**src/rtl/frame_slot_ring_manager_macros.svh**
```systemverilog
// Assertion macros used by the frame slot ring manager core.
`ifndef FRAME_SLOT_RING_MANAGER_MACROS_SVH
`define FRAME_SLOT_RING_MANAGER_MACROS_SVH

// Same-cycle implication, checked on every clk edge outside reset.
`define FSRM_ASSERT_NOW(label, pre, post, msg) \
  label: assert property (@(posedge clk) disable iff (rst) (pre) |-> (post)) \
    else $error(msg);

// Next-cycle implication, checked on every clk edge outside reset.
`define FSRM_ASSERT_NEXT(label, pre, post, msg) \
  label: assert property (@(posedge clk) disable iff (rst) (pre) |=> (post)) \
    else $error(msg);

`endif

```
**src/rtl/fsrm_pkg.sv**
```systemverilog
// Types, constants and codes shared by the frame slot ring manager.
package fsrm_pkg;

  localparam int NUM_SLOTS = 16;
  localparam int SLOT_W    = $clog2(NUM_SLOTS);
  localparam int COUNT_W   = $clog2(NUM_SLOTS + 1);

  localparam int CMD_W     = 2;
  localparam int TAG_W     = 32;
  localparam int BYTES_W   = 25;
  localparam int REL_W     = 8;
  localparam int STATUS_W  = 3;
  localparam int IDX_W     = 4;
  localparam int ADDR_W    = 28;
  localparam int FREE_W    = 5;

  localparam logic [BYTES_W-1:0] SLOT_BYTES_RESET = BYTES_W'(1048576);

  typedef enum logic [CMD_W-1:0] {
    CMD_RESERVE = 2'd0,
    CMD_FETCH   = 2'd1,
    CMD_RELEASE = 2'd2
  } fsrm_cmd_t;

  typedef enum logic [STATUS_W-1:0] {
    STS_OK         = 3'd0,
    STS_FULL       = 3'd1,
    STS_TOO_LARGE  = 3'd2,
    STS_EMPTY      = 3'd3,
    STS_RANGE      = 3'd4,
    STS_REL_FREE   = 3'd5,
    STS_FETCH_FREE = 3'd6
  } fsrm_status_t;

  typedef enum logic {
    FSM_IDLE = 1'b0,
    FSM_EXEC = 1'b1
  } fsrm_state_t;

  // One queued frame
  typedef struct packed {
    logic [TAG_W-1:0]   tag;
    logic [BYTES_W-1:0] bytes;
    logic [SLOT_W-1:0]  slot;
  } fsrm_entry_t;

  // Result of one command, before address scaling
  typedef struct packed {
    logic               valid;
    fsrm_status_t       status;
    logic [SLOT_W-1:0]  slot;
    logic               addr_en;
    logic [TAG_W-1:0]   tag;
    logic [BYTES_W-1:0] bytes;
    logic [COUNT_W-1:0] free_count;
    logic               all_free;
  } fsrm_result_t;

endpackage

```
**src/rtl/fsrm_queue_ram.sv**
```systemverilog
// Pending frame queue storage: one write port, one registered read port.
module fsrm_queue_ram (
  input  logic                                    clk,
  input  logic                                    wr_en,
  input  logic [fsrm_pkg::SLOT_W-1:0]             wr_addr,
  input  fsrm_pkg::fsrm_entry_t                   wr_data,
  input  logic                                    rd_en,
  input  logic [fsrm_pkg::SLOT_W-1:0]             rd_addr,
  output fsrm_pkg::fsrm_entry_t                   rd_data
);
  import fsrm_pkg::*;

  fsrm_entry_t mem [NUM_SLOTS];

  // write port
  always_ff @(posedge clk) begin
    if (wr_en) begin
      mem[wr_addr] <= wr_data;
    end
  end

  // read port, registered
  always_ff @(posedge clk) begin
    if (rd_en) begin
      rd_data <= mem[rd_addr];
    end
  end

endmodule

```
**src/rtl/fsrm_core.sv**
```systemverilog
// Command sequencer: slot ownership, ring pointer and queue bookkeeping.
`include "frame_slot_ring_manager_macros.svh"

module fsrm_core (
  input  logic                              clk,
  input  logic                              rst,
  input  logic                              start,
  input  logic [fsrm_pkg::CMD_W-1:0]        command,
  input  logic [fsrm_pkg::TAG_W-1:0]        frame_tag,
  input  logic [fsrm_pkg::BYTES_W-1:0]      frame_bytes,
  input  logic [fsrm_pkg::REL_W-1:0]        release_slot,
  input  logic [fsrm_pkg::BYTES_W-1:0]      slot_bytes,
  output logic                              busy,
  output fsrm_pkg::fsrm_result_t            res
);
  import fsrm_pkg::*;

  fsrm_state_t        state, state_next;
  logic [NUM_SLOTS-1:0] slot_held, slot_held_next;
  logic [SLOT_W-1:0]  next_slot, next_slot_next;
  logic [COUNT_W-1:0] held_count, held_count_next;
  logic [SLOT_W-1:0]  q_head, q_head_next;
  logic [SLOT_W-1:0]  q_tail, q_tail_next;
  logic [COUNT_W-1:0] q_count, q_count_next;

  // command captured at accept
  logic [CMD_W-1:0]   cmd_q;
  logic [TAG_W-1:0]   tag_q;
  logic [BYTES_W-1:0] bytes_q;
  logic [REL_W-1:0]   rel_q;

  logic               accept;
  logic               wr_en;
  fsrm_entry_t        wr_data;
  fsrm_entry_t        rd_data;

  assign accept = start && (state == FSM_IDLE);
  assign busy   = (state == FSM_EXEC);

  // head entry is read at accept so it is ready during execute
  fsrm_queue_ram u_queue_ram (
    .clk     (clk),
    .wr_en   (wr_en),
    .wr_addr (q_tail),
    .wr_data (wr_data),
    .rd_en   (accept),
    .rd_addr (q_head),
    .rd_data (rd_data)
  );

  // control state
  always_ff @(posedge clk) begin
    if (rst) begin
      state      <= FSM_IDLE;
      slot_held  <= '0;
      next_slot  <= '0;
      held_count <= '0;
      q_head     <= '0;
      q_tail     <= '0;
      q_count    <= '0;
    end else begin
      state      <= state_next;
      slot_held  <= slot_held_next;
      next_slot  <= next_slot_next;
      held_count <= held_count_next;
      q_head     <= q_head_next;
      q_tail     <= q_tail_next;
      q_count    <= q_count_next;
    end
  end

  // command capture
  always_ff @(posedge clk) begin
    if (accept) begin
      cmd_q   <= command;
      tag_q   <= frame_tag;
      bytes_q <= frame_bytes;
      rel_q   <= release_slot;
    end
  end

  // next state and command execution
  always_comb begin
    state_next      = state;
    slot_held_next  = slot_held;
    next_slot_next  = next_slot;
    held_count_next = held_count;
    q_head_next     = q_head;
    q_tail_next     = q_tail;
    q_count_next    = q_count;
    wr_en           = 1'b0;
    wr_data.tag     = tag_q;
    wr_data.bytes   = bytes_q;
    wr_data.slot    = next_slot;
    res             = '0;
    res.status      = STS_OK;

    case (state)
      FSM_IDLE: begin
        if (start) begin
          state_next = FSM_EXEC;
        end
      end
      FSM_EXEC: begin
        state_next = FSM_IDLE;
        res.valid  = 1'b1;
        case (cmd_q)
          CMD_RESERVE: begin
            if (bytes_q > slot_bytes) begin
              res.status = STS_TOO_LARGE;
            end else if (slot_held[next_slot] ||
                         (q_count == COUNT_W'(NUM_SLOTS))) begin
              res.status = STS_FULL;
            end else begin
              slot_held_next[next_slot] = 1'b1;
              held_count_next = held_count + 1'b1;
              next_slot_next  = (next_slot == SLOT_W'(NUM_SLOTS - 1)) ?
                                '0 : next_slot + 1'b1;
              wr_en           = 1'b1;
              q_tail_next     = (q_tail == SLOT_W'(NUM_SLOTS - 1)) ?
                                '0 : q_tail + 1'b1;
              q_count_next    = q_count + 1'b1;
              res.slot        = next_slot;
              res.addr_en     = 1'b1;
            end
          end
          CMD_FETCH: begin
            if (q_count == '0) begin
              res.status = STS_EMPTY;
            end else begin
              q_head_next  = (q_head == SLOT_W'(NUM_SLOTS - 1)) ?
                             '0 : q_head + 1'b1;
              q_count_next = q_count - 1'b1;
              res.slot     = rd_data.slot;
              res.tag      = rd_data.tag;
              res.bytes    = rd_data.bytes;
              if (!slot_held[rd_data.slot]) begin
                res.status = STS_FETCH_FREE;
              end else begin
                res.addr_en = 1'b1;
              end
            end
          end
          CMD_RELEASE: begin
            if ({1'b0, rel_q} >= (REL_W + 1)'(NUM_SLOTS)) begin
              res.status = STS_RANGE;
            end else if (!slot_held[rel_q[SLOT_W-1:0]]) begin
              res.status = STS_REL_FREE;
            end else begin
              slot_held_next[rel_q[SLOT_W-1:0]] = 1'b0;
              held_count_next = held_count - 1'b1;
            end
          end
          default: begin
            res.status = STS_OK;
          end
        endcase
      end
      default: begin
        state_next = FSM_IDLE;
      end
    endcase

    // occupancy after the command
    res.free_count = COUNT_W'(NUM_SLOTS) - held_count_next;
    res.all_free   = (held_count_next == '0);
  end

  `FSRM_ASSERT_NOW(a_held_count, 1'b1, $countones(slot_held) == int'(held_count), "held count off")
  `FSRM_ASSERT_NOW(a_queue_bound, 1'b1, q_count <= COUNT_W'(NUM_SLOTS), "queue overfull")
  `FSRM_ASSERT_NOW(a_write_in_exec, wr_en, state == FSM_EXEC, "queue write outside execute")
  `FSRM_ASSERT_NEXT(a_exec_one_cycle, state == FSM_EXEC, state == FSM_IDLE, "execute overran")

endmodule

```
**src/rtl/frame_slot_ring_manager.sv**
```systemverilog
// Top level: configuration register, command core and result register.
//
// Frame slot ring manager. A command (reserve, fetch, release) is taken on a
// clk edge with start high and busy low. busy is then high for one cycle while
// the command executes against the pending frame queue, and its result is
// presented on the following cycle with done high for exactly one cycle; the
// receiver cannot stall, so it must capture the result beat when done is set.
// A command executes after accept because the queue memory read is registered;
// a new command may be started in the cycle that done is high.
// slot_bytes is written through cfg_valid/cfg_data (cfg_ready is always high)
// and must only be changed while no command is in flight.
module frame_slot_ring_manager (
  input  logic                              clk,
  input  logic                              rst,
  input  logic                              start,
  output logic                              busy,
  input  logic [fsrm_pkg::CMD_W-1:0]        command,
  input  logic [fsrm_pkg::TAG_W-1:0]        frame_tag,
  input  logic [fsrm_pkg::BYTES_W-1:0]      frame_bytes,
  input  logic [fsrm_pkg::REL_W-1:0]        release_slot,
  input  logic                              cfg_valid,
  output logic                              cfg_ready,
  input  logic [fsrm_pkg::BYTES_W-1:0]      cfg_data,
  output logic                              done,
  output logic [fsrm_pkg::STATUS_W-1:0]     status,
  output logic [fsrm_pkg::IDX_W-1:0]        slot_index,
  output logic [fsrm_pkg::ADDR_W-1:0]       slot_address,
  output logic [fsrm_pkg::TAG_W-1:0]        out_tag,
  output logic [fsrm_pkg::BYTES_W-1:0]      out_bytes,
  output logic [fsrm_pkg::FREE_W-1:0]       free_count,
  output logic                              all_free
);
  import fsrm_pkg::*;

  localparam int PROD_W = SLOT_W + BYTES_W;

  logic [BYTES_W-1:0] slot_bytes;
  fsrm_result_t       res;
  logic [PROD_W-1:0]  prod;

  assign cfg_ready = 1'b1;

  // slot size register
  always_ff @(posedge clk) begin
    if (rst) begin
      slot_bytes <= SLOT_BYTES_RESET;
    end else if (cfg_valid && cfg_ready) begin
      slot_bytes <= cfg_data;
    end
  end

  fsrm_core u_core (
    .clk          (clk),
    .rst          (rst),
    .start        (start),
    .command      (command),
    .frame_tag    (frame_tag),
    .frame_bytes  (frame_bytes),
    .release_slot (release_slot),
    .slot_bytes   (slot_bytes),
    .busy         (busy),
    .res          (res)
  );

  // slot byte offset
  assign prod = PROD_W'(res.slot) * PROD_W'(slot_bytes);

  // result beat strobe
  always_ff @(posedge clk) begin
    if (rst) begin
      done <= 1'b0;
    end else begin
      done <= res.valid;
    end
  end

  // result payload
  always_ff @(posedge clk) begin
    if (res.valid) begin
      status       <= res.status;
      slot_index   <= IDX_W'(res.slot);
      slot_address <= res.addr_en ? ADDR_W'(prod) : '0;
      out_tag      <= res.tag;
      out_bytes    <= res.bytes;
      free_count   <= FREE_W'(res.free_count);
      all_free     <= res.all_free;
    end
  end

endmodule
```
**config.mk**
```make
export PLATFORM = sky130hd
export DESIGN_NAME = frame_slot_ring_manager
export DESIGN_NICKNAME = d
export VERILOG_FILES = /design/src/rtl/fsrm_pkg.sv /design/src/rtl/fsrm_queue_ram.sv /design/src/rtl/fsrm_core.sv /design/src/rtl/frame_slot_ring_manager.sv
export VERILOG_INCLUDE_DIRS = /design/src /design/src/rtl
export SDC_FILE = /design/constraint.sdc
export NUM_CORES = 1
export LEC_CHECK = 0
export BUFFER_PORTS_ARGS = -buffer_cell sky130_fd_sc_hd__buf_2
export CAP_MARGIN = 20
export CELL_PAD_IN_SITES_DETAIL_PLACEMENT = 1
export CELL_PAD_IN_SITES_GLOBAL_PLACEMENT = 2
export CORE_MARGIN = 2
export CORE_UTILIZATION = 54
export CTS_BUF_LIST = sky130_fd_sc_hd__clkbuf_8
export DETAILED_ROUTE_END_ITERATION = 7
export PLACE_DENSITY = 0.86
export SETUP_SLACK_MARGIN = 0.15
export SLEW_MARGIN = 20
export SYNTH_ARGS = -nofsm -noshare
export SYNTH_HDL_FRONTEND = slang
export SYNTH_SLANG_ARGS = --single-unit
```
**constraint.sdc**
```tcl
create_clock -name clk -period 12.9 [get_ports clk]
set_input_delay 1.935 -clock clk [delete_from_list [all_inputs] [get_ports clk]]
set_output_delay 1.935 -clock clk [all_outputs]
set_load 0.1 [all_outputs]
```
# Yosys cells after proc, flatten, opt, wreduce, memory -nomap -nowiden
# Memories as Yosys holds them, arrays and structs flattened. A register that Yosys moved wholly into a read port is not among the register bits.
# Cells that the tools add are included.
[word_totals] regBits=230 mem_bits_rw=976 in_bits=96 output_inout_bits=101 word_cells=120 mem_count=1
[classes] add_sub_neg=8 multipliers=1 order_cmp=7 n_eq_ne=11 n_mux=50 bitwise=8 n_reduce_logical=14
[memory_table] memory="u_core.u_queue_ram.mem" words=16 word_bits=61 rd=1 rd_clocked_by_memory_dff=1 write_ports=1 line="fsrm_queue_ram.sv:13" text="fsrm_entry_t mem [NUM_SLOTS];"
[op_table] op="66-bit two-way mux" count=1
[op_table] op="16-bit two-way mux" count=4
[op_table] op="62-bit two-way mux" count=1
[op_table] op="57-bit two-way mux" count=1
[op_table] op="5-bit two-way mux" count=10
[op_table] op="16-bit one-hot mux with 2 select lines" count=1
[op_table] op="5-bit one-hot mux with 2 select lines" count=3
[op_table] op="4-bit by 25-bit multiplier with 28-bit output" count=1
[op_table] op="25-bit > comparator" count=1
[op_table] op="16-bit AND" count=1
[op_table] op="16-bit NOT" count=1
[op_table] op="16-bit OR" count=1
[op_table] op="4-bit by 5-bit < comparator with 1-bit output, second input constant" count=3
[op_table] op="3-bit two-way mux" count=5
[op_table] op="1-bit two-way mux" count=14
[op_table] op="4-bit by 1-bit adder with 4-bit output, second input constant" count=3
[op_table] op="1-bit binary-select mux with 4-bit select" count=3
[op_table] op="4-bit == test, second input constant" count=3
[op_table] op="4-bit two-way mux" count=3
[op_table] op="5-bit by 1-bit adder with 5-bit output, second input constant" count=2
[op_table] op="5-bit logical NOT" count=2
[op_table] op="5-bit by 1-bit subtractor with 5-bit output, second input constant" count=2
[op_table] op="3-bit one-hot mux with 3 select lines" count=1
[op_table] op="1-bit demux with 4-bit select" count=2
[op_table] op="other kinds (19)" count=30

# Depth between registers and ports, before layout
# Gate-level depths: netlist of run 1.
[depth] depth_word=9 depth_mapped=24 mapped_depth_nobuf=24

# By module
# From an unflattened synthesis of run 1, not the netlist that was laid out.
[hier_totals] cells_unflattened=2768 area_unflattened_um2=51324.2
[by_module_without_submodules] module="fsrm_queue_ram" n_inst=1 cells_each=1572 area_each_um2=38375.6 seq_area_each_um2=31139.9
[by_module_without_submodules] module="frame_slot_ring_manager" n_inst=1 cells_each=657 area_each_um2=7228.2 seq_area_each_um2=3463.3
[by_module_without_submodules] module="fsrm_core" n_inst=1 cells_each=539 area_each_um2=5720.5 seq_area_each_um2=2792.7

# Worst setup path after synthesis of run 1
# Ideal clock, no wire load.
[synth_path] path_kind="register -> register" startpoint="reg u_core.state (netlist: u_core.busy)" endpoint="reg u_core.bytes_q[0] (enable)" setup_ns=1.320 arrival_ns=8.766 required_time_ns=11.580 slack_ns=2.814 path_stages_with_launch=2 path_buffers=0 synth_period_minus_slack_ns=10.086 path_cell_list="dfxtp_1 -> nor2b_1"
[synth_via] elab_chain_cells=2
[synth_rtl] element="start, declared" line="fsrm_core.sv:18" text="fsrm_state_t state, state_next;"
[synth_rtl] element="start signal, assigned" line="fsrm_core.sv:62" text="state <= state_next;"
[synth_rtl] element="1-bit NOT" line="fsrm_core.sv:37" text="assign accept = start && (state == FSM_IDLE);"
[synth_rtl] element="1-bit logical AND" line="fsrm_core.sv:37"
[synth_rtl] element="via u_core.accept" line="fsrm_core.sv:32" text="logic accept;"
[synth_rtl] element="end signal, assigned" line="fsrm_core.sv:77" text="bytes_q <= frame_bytes;"
[synth_rtl] element="end, declared" line="fsrm_core.sv:29" text="logic [BYTES_W-1:0] bytes_q;"
# The timed path passes the listed nets, and every way through them passes these cells.
# A chain may end at the register's enable or synchronous reset.

==> impl_results.md, run 1 <==
- Async SR Flop Fraction: 0%
- Hold_buf cts: 0
- Fill cell count: between 8k and 9k
- #FFs+latches synth: 1267
- Setup TNS Final: 0 ns
- Average wire per standard cell: roughly 29 µm
- CP required: roughly 14 ns
- Max clock buf depth: 3
- Synth Instances: 2585
- Critical path type: reg -> reg
- Die Ht: between 300 and 400 µm
- Final Non-Filler Cells: about 4.3k
- Slew margin rel.: between 20% and 30%
- Vias per cell: a little over 6
- DP Cell Count: ~4.0k
- Cell with the most instances after synthesis: edfxtp_1
- First drt pass iteration count: 5
- CP Capture Type: flop
- Post-CTS sizing: 0
- Hold crit path type: reg -> reg
- Clk_skew: 0.0534 ns
- Die Span X: between 300 and 400 µm
- Final #Nets: between 3k and 4k
- Yosys top cell area share: 70.6%
- Post-synthesis sequential area ratio: 73.2%
- Starting Density: a little over half
- CTS Sinks: roughly 1.3k
- GRT Total Usage: 26.1%
- Core Area: about 94000 µm²
- Final core utilization: 61.2%
- PD cells: around 140 nW/µm²
- Synth area leader: edfxtp_1
- Outcome: finished, final reports clean
- Final setup fails: 0
- Commonest cells in the netlist: 1202 x edfxtp_1, 318 x mux4_2, 130 x inv_1, 105 x nor2_1, 84 x and2_1
- Layout area overhead: 12.1%
- Clock buffer count from CTS: about 200
- Critical Path AT: approximately 8 ns
- Final period utilization: between 50% and 60%
- Die area: 97100 µm²
- Reg clk slew, reported paths: roughly 0.070 ns
- Synthesized cell area: roughly 50000 µm²
- IO Port Bufs: between 150 and 200
- Layout cell share with drive strength beyond 1: approximately 27%
- Number of synthesized flops with an enable pin: 1202
- Vias in the first global route: ~28k
- DRC: 0
- WL final: 125000 µm
- Global-route wire length before repair: 184000 µm
- Main synth FF type: edfxtp_1
- Row count: approximately 110
- Post-Place Worst Slack: ~5.5 ns
- Worst-margin pin slew: around 1.1 ns
- GPL Wtd Cong: approximately 0.84
- Post-route minimum period: between 7 and 8 ns
- Peak supply drop: about 0.10 mV
- Final global-route overflow total: 0
- Worst setup margin: between 5 and 6 ns
- CP Max Fanout: 23
- Largest net degree at the start of global routing: ~130
- Antenna Nets Post-Route: 0
- Post CTS Setup Buffer Count: 0
- Post-Syn Nets: 2800
- # IOs: approximately 200
- Post-layout power: 7.96 mW
- Max cap viols: 0
- Hold Fails Final Rpt: 0
- RSZ-0062 raised after global routing: false
- Initial antenna violation count: 6
- Max-slew violation count: 0
- Met3 Use GR: approximately 5.3%
- Max frequency: ~0.13 GHz
- DR iter-0 viols: 2609
- Hpwl dp: 70900 µm
- Htree depth: 4
- P_leak: between 15 and 20 nW
- Routing usage on met1: 34.7%
- Cell variety after synth: 67
- CTS tree: done
- Clk Latency, worst-skew pair: about 0.87 ns
- Yosys warns: 0
- Routed vias: about 26k
- CTS root buffer: clkbuf_8
- Met2 Use GR: 43.5%
- GR peak layer: met2
- Startpoint Class: flop
- Syn_area_per_cell: 19.8 µm²
- Synth area leaders: edfxtp_1 71%, mux4_2 14%, dfxtp_1 2.5%
[report_power, final]
part	internal (mW)	switching, mW	total [mW]
clock network	1.60	1.53	3.13
registers	4.54	0.0701	4.61
logic	0.0513	0.162	0.213
[cell usage in the layout (no fill, tap or decap), types with 26 or more instances in the layout]
cell type	instances
nor2_1	93
buf_4	40
nand2_1	70
edfxtp_1	1202
fa_1	47
buf_2	195
clkinv_1	59
clkbuf_8	200
ha_1	72
inv_1	180
mux2i_1	31
a21oi_1	54
and2_1	84
clkinv_2	26
mux4_2	318
nor3_1	53
dfxtp_1	60
[kinds of logic after synthesis]
kind of cell               after synthesis  share of synthesized area, %
AOI/OAI and AO/OA                      147                          1.95
xor gates and xnor gates                32                         0.575
adders and majority gates              119                          3.60
buffers and inverters                  248                          1.89
DFF                                   1267                          73.2
muxes                                  351                          14.7
other                                    1                       0.00734
and+or+nand+nor                        420                          4.15
[registers in the layout, summed over array words and instances, names as in the netlist, 3 cells and up]
| name | count |
|---|---|
| free_count | 5 |
| out_bytes | 25 |
| out_tag | 32 |
| slot_address | 28 |
| slot_bytes | 25 |
| slot_index | 4 |
| status | 3 |
| u_core.bytes_q | 25 |
| u_core.held_count | 5 |
| u_core.next_slot | 4 |
| u_core.q_count | 5 |
| u_core.q_head | 4 |
| u_core.q_tail | 4 |
| u_core.rel_q | 8 |
| u_core.slot_held | 16 |
| u_core.tag_q | 32 |
| u_core.u_queue_ram.mem | 976 |
| u_core.u_queue_ram.rd_data | 61 |
[critical path, stage by stage (launching register included)]
cell	delay (ns)
edfxtp_1	0.72
ha_1	0.37
a21oi_1	0.17
a21oi_1	0.12
o311ai_0	0.48
o2111ai_1	0.46
a211oi_2	0.53
a22oi_1	0.14
buf_4	0.28
nor2_1	0.23
nand2_1	0.13
fa_1	0.52
fa_1	0.56
inv_1	0.06
ha_1	0.27
a21oi_1	0.20
o22ai_1	0.18
a211oi_1	0.39
a21oi_1	0.22
a21oi_1	0.24
o21ai_0	0.19
a311oi_1	0.39
xnor3_1	0.38
nor2_1	0.09
[routing by layer]
layer / vias up / wire length, µm
li1: 11000 / -
met3: 244 / 8570
met4: 6 / 3460
met1: 13700 / 49600
met2: 1116 / 63400
met5: - / 45
[layout make-up]
type	count	area, µm²	area share (%)
clock inverters	148	851	1.49
well taps	1254	1570	2.74
repair buffers	238	1330	2.32
diodes	2	5.00	0.00874
clock buffers	200	2750	4.80
flip-flops and latches	1267	37400	65.3
multi-input cells	1070	12900	22.5
inverters	132	495	0.865
[final timing paths]
path	from	endpoint	slack, ns	cells past startpoint
worst min register to register	u_core.u_queue_ram.rd_data[21]	out_bytes[17]	0.52	1
worst max-delay path	u_core.bytes_q[2]	slot_address[27]	5.37	23
worst min-delay path	u_core.u_queue_ram.rd_data[21]	out_bytes[17]	0.52	1
worst max register to register	u_core.bytes_q[2]	slot_address[27]	5.37	23
[metrics by stage]
stage | hold WS, ns | instance area [µm²]
6_report | 0.525 | 57300
5_1_grt | 0.541 | 57300
4_1_cts | 0.529 | 57300
3_5_place_dp | 0.511 | 53700
3_3_place_gp | 0.499 | 53700
2_1_floorplan | 0.470 | 51100
Note: power is estimated with default switching activity, not from simulation.
==> run 2, diff against run 1 <==
--- a/config.mk
+++ b/config.mk
@@ -6,15 +6,16 @@
 export SDC_FILE = /design/constraint.sdc
 export NUM_CORES = 1
 export LEC_CHECK = 0
+export ABC_AREA = 1
 export BUFFER_PORTS_ARGS = -buffer_cell sky130_fd_sc_hd__buf_2
 export CAP_MARGIN = 20
 export CELL_PAD_IN_SITES_DETAIL_PLACEMENT = 1
 export CELL_PAD_IN_SITES_GLOBAL_PLACEMENT = 2
 export CORE_MARGIN = 2
-export CORE_UTILIZATION = 54
+export CORE_UTILIZATION = 45
 export CTS_BUF_LIST = sky130_fd_sc_hd__clkbuf_8
 export DETAILED_ROUTE_END_ITERATION = 7
-export PLACE_DENSITY = 0.86
+export PLACE_DENSITY = 0.8
 export SETUP_SLACK_MARGIN = 0.15
 export SLEW_MARGIN = 20
 export SYNTH_ARGS = -nofsm -noshare
==> constraint.sdc (replaced) <==
create_clock -name clk -period 7.5 [get_ports clk]
set_input_delay 1.125 -clock clk [delete_from_list [all_inputs] [get_ports clk]]
set_output_delay 1.125 -clock clk [all_outputs]
set_load 0.1 [all_outputs]
==> run 2 against run 1 <==
Against the previous run: utilization is 10 points lower; flip-flop and latch count unchanged; register-to-register slack worse by 4.2 ns; maximum frequency up 19%.
==> impl_results.md, run 2 <==
- First drt pass iteration count: 5 (unchanged)
- Hold depth: 1 (unchanged)
- Synth Instances: 4099 (was 2585)
- Layout cell share with drive strength beyond 1: 12.8% (was 27.4%)
- RSZ-0062 raised after global routing: false (unchanged)
- Slew margin rel.: 18.1% (was 25.9%)
- Most common cell after layout, fill and taps aside: edfxtp_1 (unchanged)
- Yosys warns: 0 (unchanged)
- Vias per cell: 5.58 (was 6.05)
- Main synth FF type: edfxtp_1 (unchanged)
- Async SR Flop Fraction: 0% (unchanged)
- Reg2Reg Setup Slack: 1.18 ns (was 5.37 ns)
- Critical path type: reg -> reg (unchanged)
- Die area: 120000 µm² (was 97100 µm²)
- Max frequency: 0.158 GHz (was 0.133 GHz)
- Initial antenna violation count: 4 (was 6)
- Internal: 10.8 mW (was 6.19 mW)
- Number of synthesized flops with an enable pin: 1202 (unchanged)
- Critical Path AT: 7.00 ns (was 8.23 ns)
- Max FFs per register: 976 (unchanged)
- Reg2reg start: u_core.bytes_q[18] (was u_core.bytes_q[2])
- DR iter-0 viols: 2953 (was 2609)
- Sequential share of power: 56.1% (was 58.0%)
- Largest family of logic cells by synthesized area: simple AND/OR/NAND/NOR gates (was multiplexers)
- Die Span X: 346 µm (was 312 µm)
- Vias in the first global route: 35.1k (was 28.1k)
- Post-CTS sizing: 0 (unchanged)
- P_leak: 20.7 nW (was 19.0 nW)
- Post-synthesis mux area share: 1.86% (was 14.7%)
- Final period utilization: 84.3% (was 58.4%)
- Hpwl dp: 79700 µm (was 70900 µm)
- Max cap viols: 0 (unchanged)
- Post-Synth Simple-Gate Area: 10.5% (was 4.15%)
- Peak supply drop: 0.153 mV (was 0.104 mV)
- Post-Syn Nets: 4314 (was 2800)
- Reg clk slew, reported paths: 0.07 ns (about the same)
- Cell with the most instances after synthesis: edfxtp_1 (unchanged)
- Worst-margin pin slew: 1.23 ns (was 1.11 ns)
- Max clock buf depth: 3 (unchanged)
- Most frequent cells in the layout: 1202 x edfxtp_1, 742 x nor2_1, 360 x nand2_1 (was 1202 x edfxtp_1, 318 x mux4_2, 200 x clkbuf_8)
- Global-route wire length before repair: 219000 µm (was 184000 µm)
- Final setup fails: 0 (unchanged)
- Largest net degree at the start of global routing: 209 (was 126)
- Antenna Nets Post-Route: 0 (unchanged)
- GRT Total Usage: 24.3% (was 26.1%)
- Compound-Gate Fraction of Synth Area: 9.11% (was 1.95%)
- Starting Density: 45.3% (was 54.6%)
- Final #Nets: 4548 (was 3119)
- XOR/XNOR Fraction of Synth Area: 0.299% (was 0.575%)
- CP Max Fanout: 17 (was 23)
- DRC: 0 (unchanged)
- Clock power frac: 40.2% (was 39.3%)
- CTS Sinks: 1267 (unchanged)
- CTS tree: done (unchanged)
- CTS root buffer: clkbuf_8 (unchanged)
- FF-to-FF path depth: 26 (was 23)
- Die Ht: 346 µm (was 312 µm)
- #FFs+latches synth: 1267 (unchanged)
- WL final: 145000 µm (was 125000 µm)
- Synth area leader: edfxtp_1 (unchanged)
- PD cells: 239 nW/µm² (was 139 nW/µm²)
- IO Port Bufs: 195 (unchanged)
- Max-slew violation count: 0 (unchanged)
- Post-synthesis sequential area ratio: 71.0% (was 73.2%)
- CP required: 8.17 ns (was 13.60 ns)
- CP Capture Type: flop (unchanged)
- Hold crit path type: in -> reg (was reg -> reg)
- Routed vias: 33.6k (was 26.1k)
- Post-route minimum period: 6.32 ns (was 7.53 ns)
- Average wire per standard cell: 24.1 µm (was 29.0 µm)
- Biggest register: u_core.u_queue_ram.mem (unchanged)
- # IOs: 197 (unchanged)
- Hold_buf cts: 0 (unchanged)
- Outcome: finished, final reports clean (unchanged)
- Layout area overhead: 12.3% (was 12.1%)
- Row count: 125 (was 112)
- Post CTS Setup Buffer Count: 0 (unchanged)
- Cell variety after synth: 50 (was 67)
- Clock buffer count from CTS: 207 (was 195)
- Setup TNS Final: 0 ns (unchanged)
- Synthesized cell area: 52700 µm² (was 51100 µm²)
- Yosys top cell area share: 68.5% (was 70.6%)
- Core Area: 116000 µm² (was 93600 µm²)
- HP Start: frame_bytes[10] (was u_core.u_queue_ram.rd_data[21])
- Combinational share of power: 3.7% (was 2.7%)
- Top flop regs: u_core.u_queue_ram.mem (976), u_core.u_queue_ram.rd_data (61) (unchanged)
- Clk Latency, worst-skew pair: 0.91 ns (was 0.87 ns)
- Htree depth: 4 (unchanged)
- Syn_area_per_cell: 12.9 µm² (was 19.8 µm²)
- Synth area leaders: edfxtp_1 69%, nor2_1 5.4%, o21ai_0 3.1% (was edfxtp_1 71%, mux4_2 14%, dfxtp_1 2.5%)
- Final global-route overflow total: 0 (unchanged)
- GPL Wtd Cong: 0.781 (was 0.841)
- Clk_skew: 0.0535 ns (was 0.0534 ns)
- Synth Area in Adders: 3.50% (was 3.60%)
- Reg-to-reg endpoint: slot_address[18] (was slot_address[27])
- Commonest cells in the netlist: 1202 x edfxtp_1, 760 x nor2_1, 360 x nand2_1, 325 x o21ai_0, 273 x inv_1 (was 1202 x edfxtp_1, 318 x mux4_2, 130 x inv_1, 105 x nor2_1, 84 x and2_1)
- Hold Fails Final Rpt: 0 (unchanged)
- Startpoint Class: flop (unchanged)
- P_sw: 3.31 mW (was 1.76 mW)
- Final hold slack: 0.393 ns (was 0.525 ns)
- Sw Ratio: 23.4% (was 22.2%)
- Hold EP: u_core.bytes_q[10] (was out_bytes[17])
run 2: changes by cell type in the layout (fill, tap and decap cells not counted), sizes merged, moves of 84 or more:
cell	before	now
nor2	106	765
o21ai	17	345
mux4	318	0
nand2	71	367
inv	183	345
o32ai	1	146
nand3	26	150
o221ai	0	98
and2	84	0
run 2: cell type report:
cell class	instances	area [µm²]
tap	1524	1910
inverter	280	1060
clock inverter	167	940
antenna	2	5.00
fill	11800	57000
multi-input combinational	2328	13400
clock buffer	212	2920
timing repair buffer	249	1480
sequential	1267	37400
run 2: routing by layer:
metal | vias up | GRT usage, % | wire length [µm]
met2 | 977 | 39.3 | 70000
met5 | - | 0 | 29
met1 | 17100 | 33.5 | 63800
met3 | 242 | 3.97 | 7820
li1 | 15300 | - | -
met4 | 4 | 7.86 | 3740
run 2: logic make-up after synthesis:
group / after synthesis
AOI/OAI and AO/OA: 751
xor gates and xnor gates: 18
adders and majority gates: 119
buffers and inverters: 504
DFF: 1267
muxes: 98
other: 1
and+or+nand+nor: 1341
run 2: critical path, cell delays in order (launching register included):
cell and delay (ns):
edfxtp_1 0.69, ha_1 0.36, a21oi_1 0.15, o21ai_0 0.14
a21oi_1 0.36, nand3_2 0.22, nand2_2 0.22, nand2_1 0.12
o21ai_1 0.26, nand2_1 0.33, inv_1 0.20, nand2_1 0.08
fa_1 0.53, fa_1 0.46, fa_1 0.42, inv_1 0.07
nand3_1 0.07, nand2_1 0.13, a21oi_1 0.13, o21ai_0 0.29
nand2_1 0.13, a31oi_1 0.30, nand2_1 0.08, o211ai_1 0.14
nand2_1 0.10, nand2_1 0.07, nor2_1 0.05
run 2: worst max path at each step:
stage | startpoint | to | slack [ns] | cells after the start
6_report | u_core.bytes_q[18] | slot_address[18] | 1.18 | 26
5_1_grt | u_core.bytes_q[18] | slot_address[25] | 0.49 | 25
4_1_cts | u_core.bytes_q[20] | slot_address[25] | 1.14 | 25
3_5_place_dp | u_core.bytes_q[20] | slot_address[18] | 1.14 | 26
3_3_place_gp | u_core.bytes_q[20] | slot_address[25] | 1.26 | 25
2_1_floorplan | u_core.busy | u_core.u_queue_ram.mem[11][0] | 0.36 | 5
run 2: power groups by stage:
stage / clock network, mW / registers [mW] / logic (mW)
floorplan: 0 / 8.19 / 0.222
global placement: 0 / 8.08 / 0.517
detailed placement: 0 / 8.08 / 0.524
CTS: 5.82 / 7.94 / 0.527
global route: 6.12 / 7.95 / 0.565
finish: 5.69 / 7.94 / 0.522
run 2: metrics by stage:
stage          power [mW]  utilization [%]  cells  setup WS (ns)  instance area (µm²)
5_1_grt              14.6             50.9   6029          0.493                59200
2_1_floorplan        8.41                -   4099          0.358                52700
6_report             14.1             50.9   6029           1.18                59200
3_3_place_gp         8.60             47.6   5648           1.26                55300
3_5_place_dp         8.61             47.6   5648           1.14                55300
4_1_cts              14.3             50.9   6027           1.14                59200
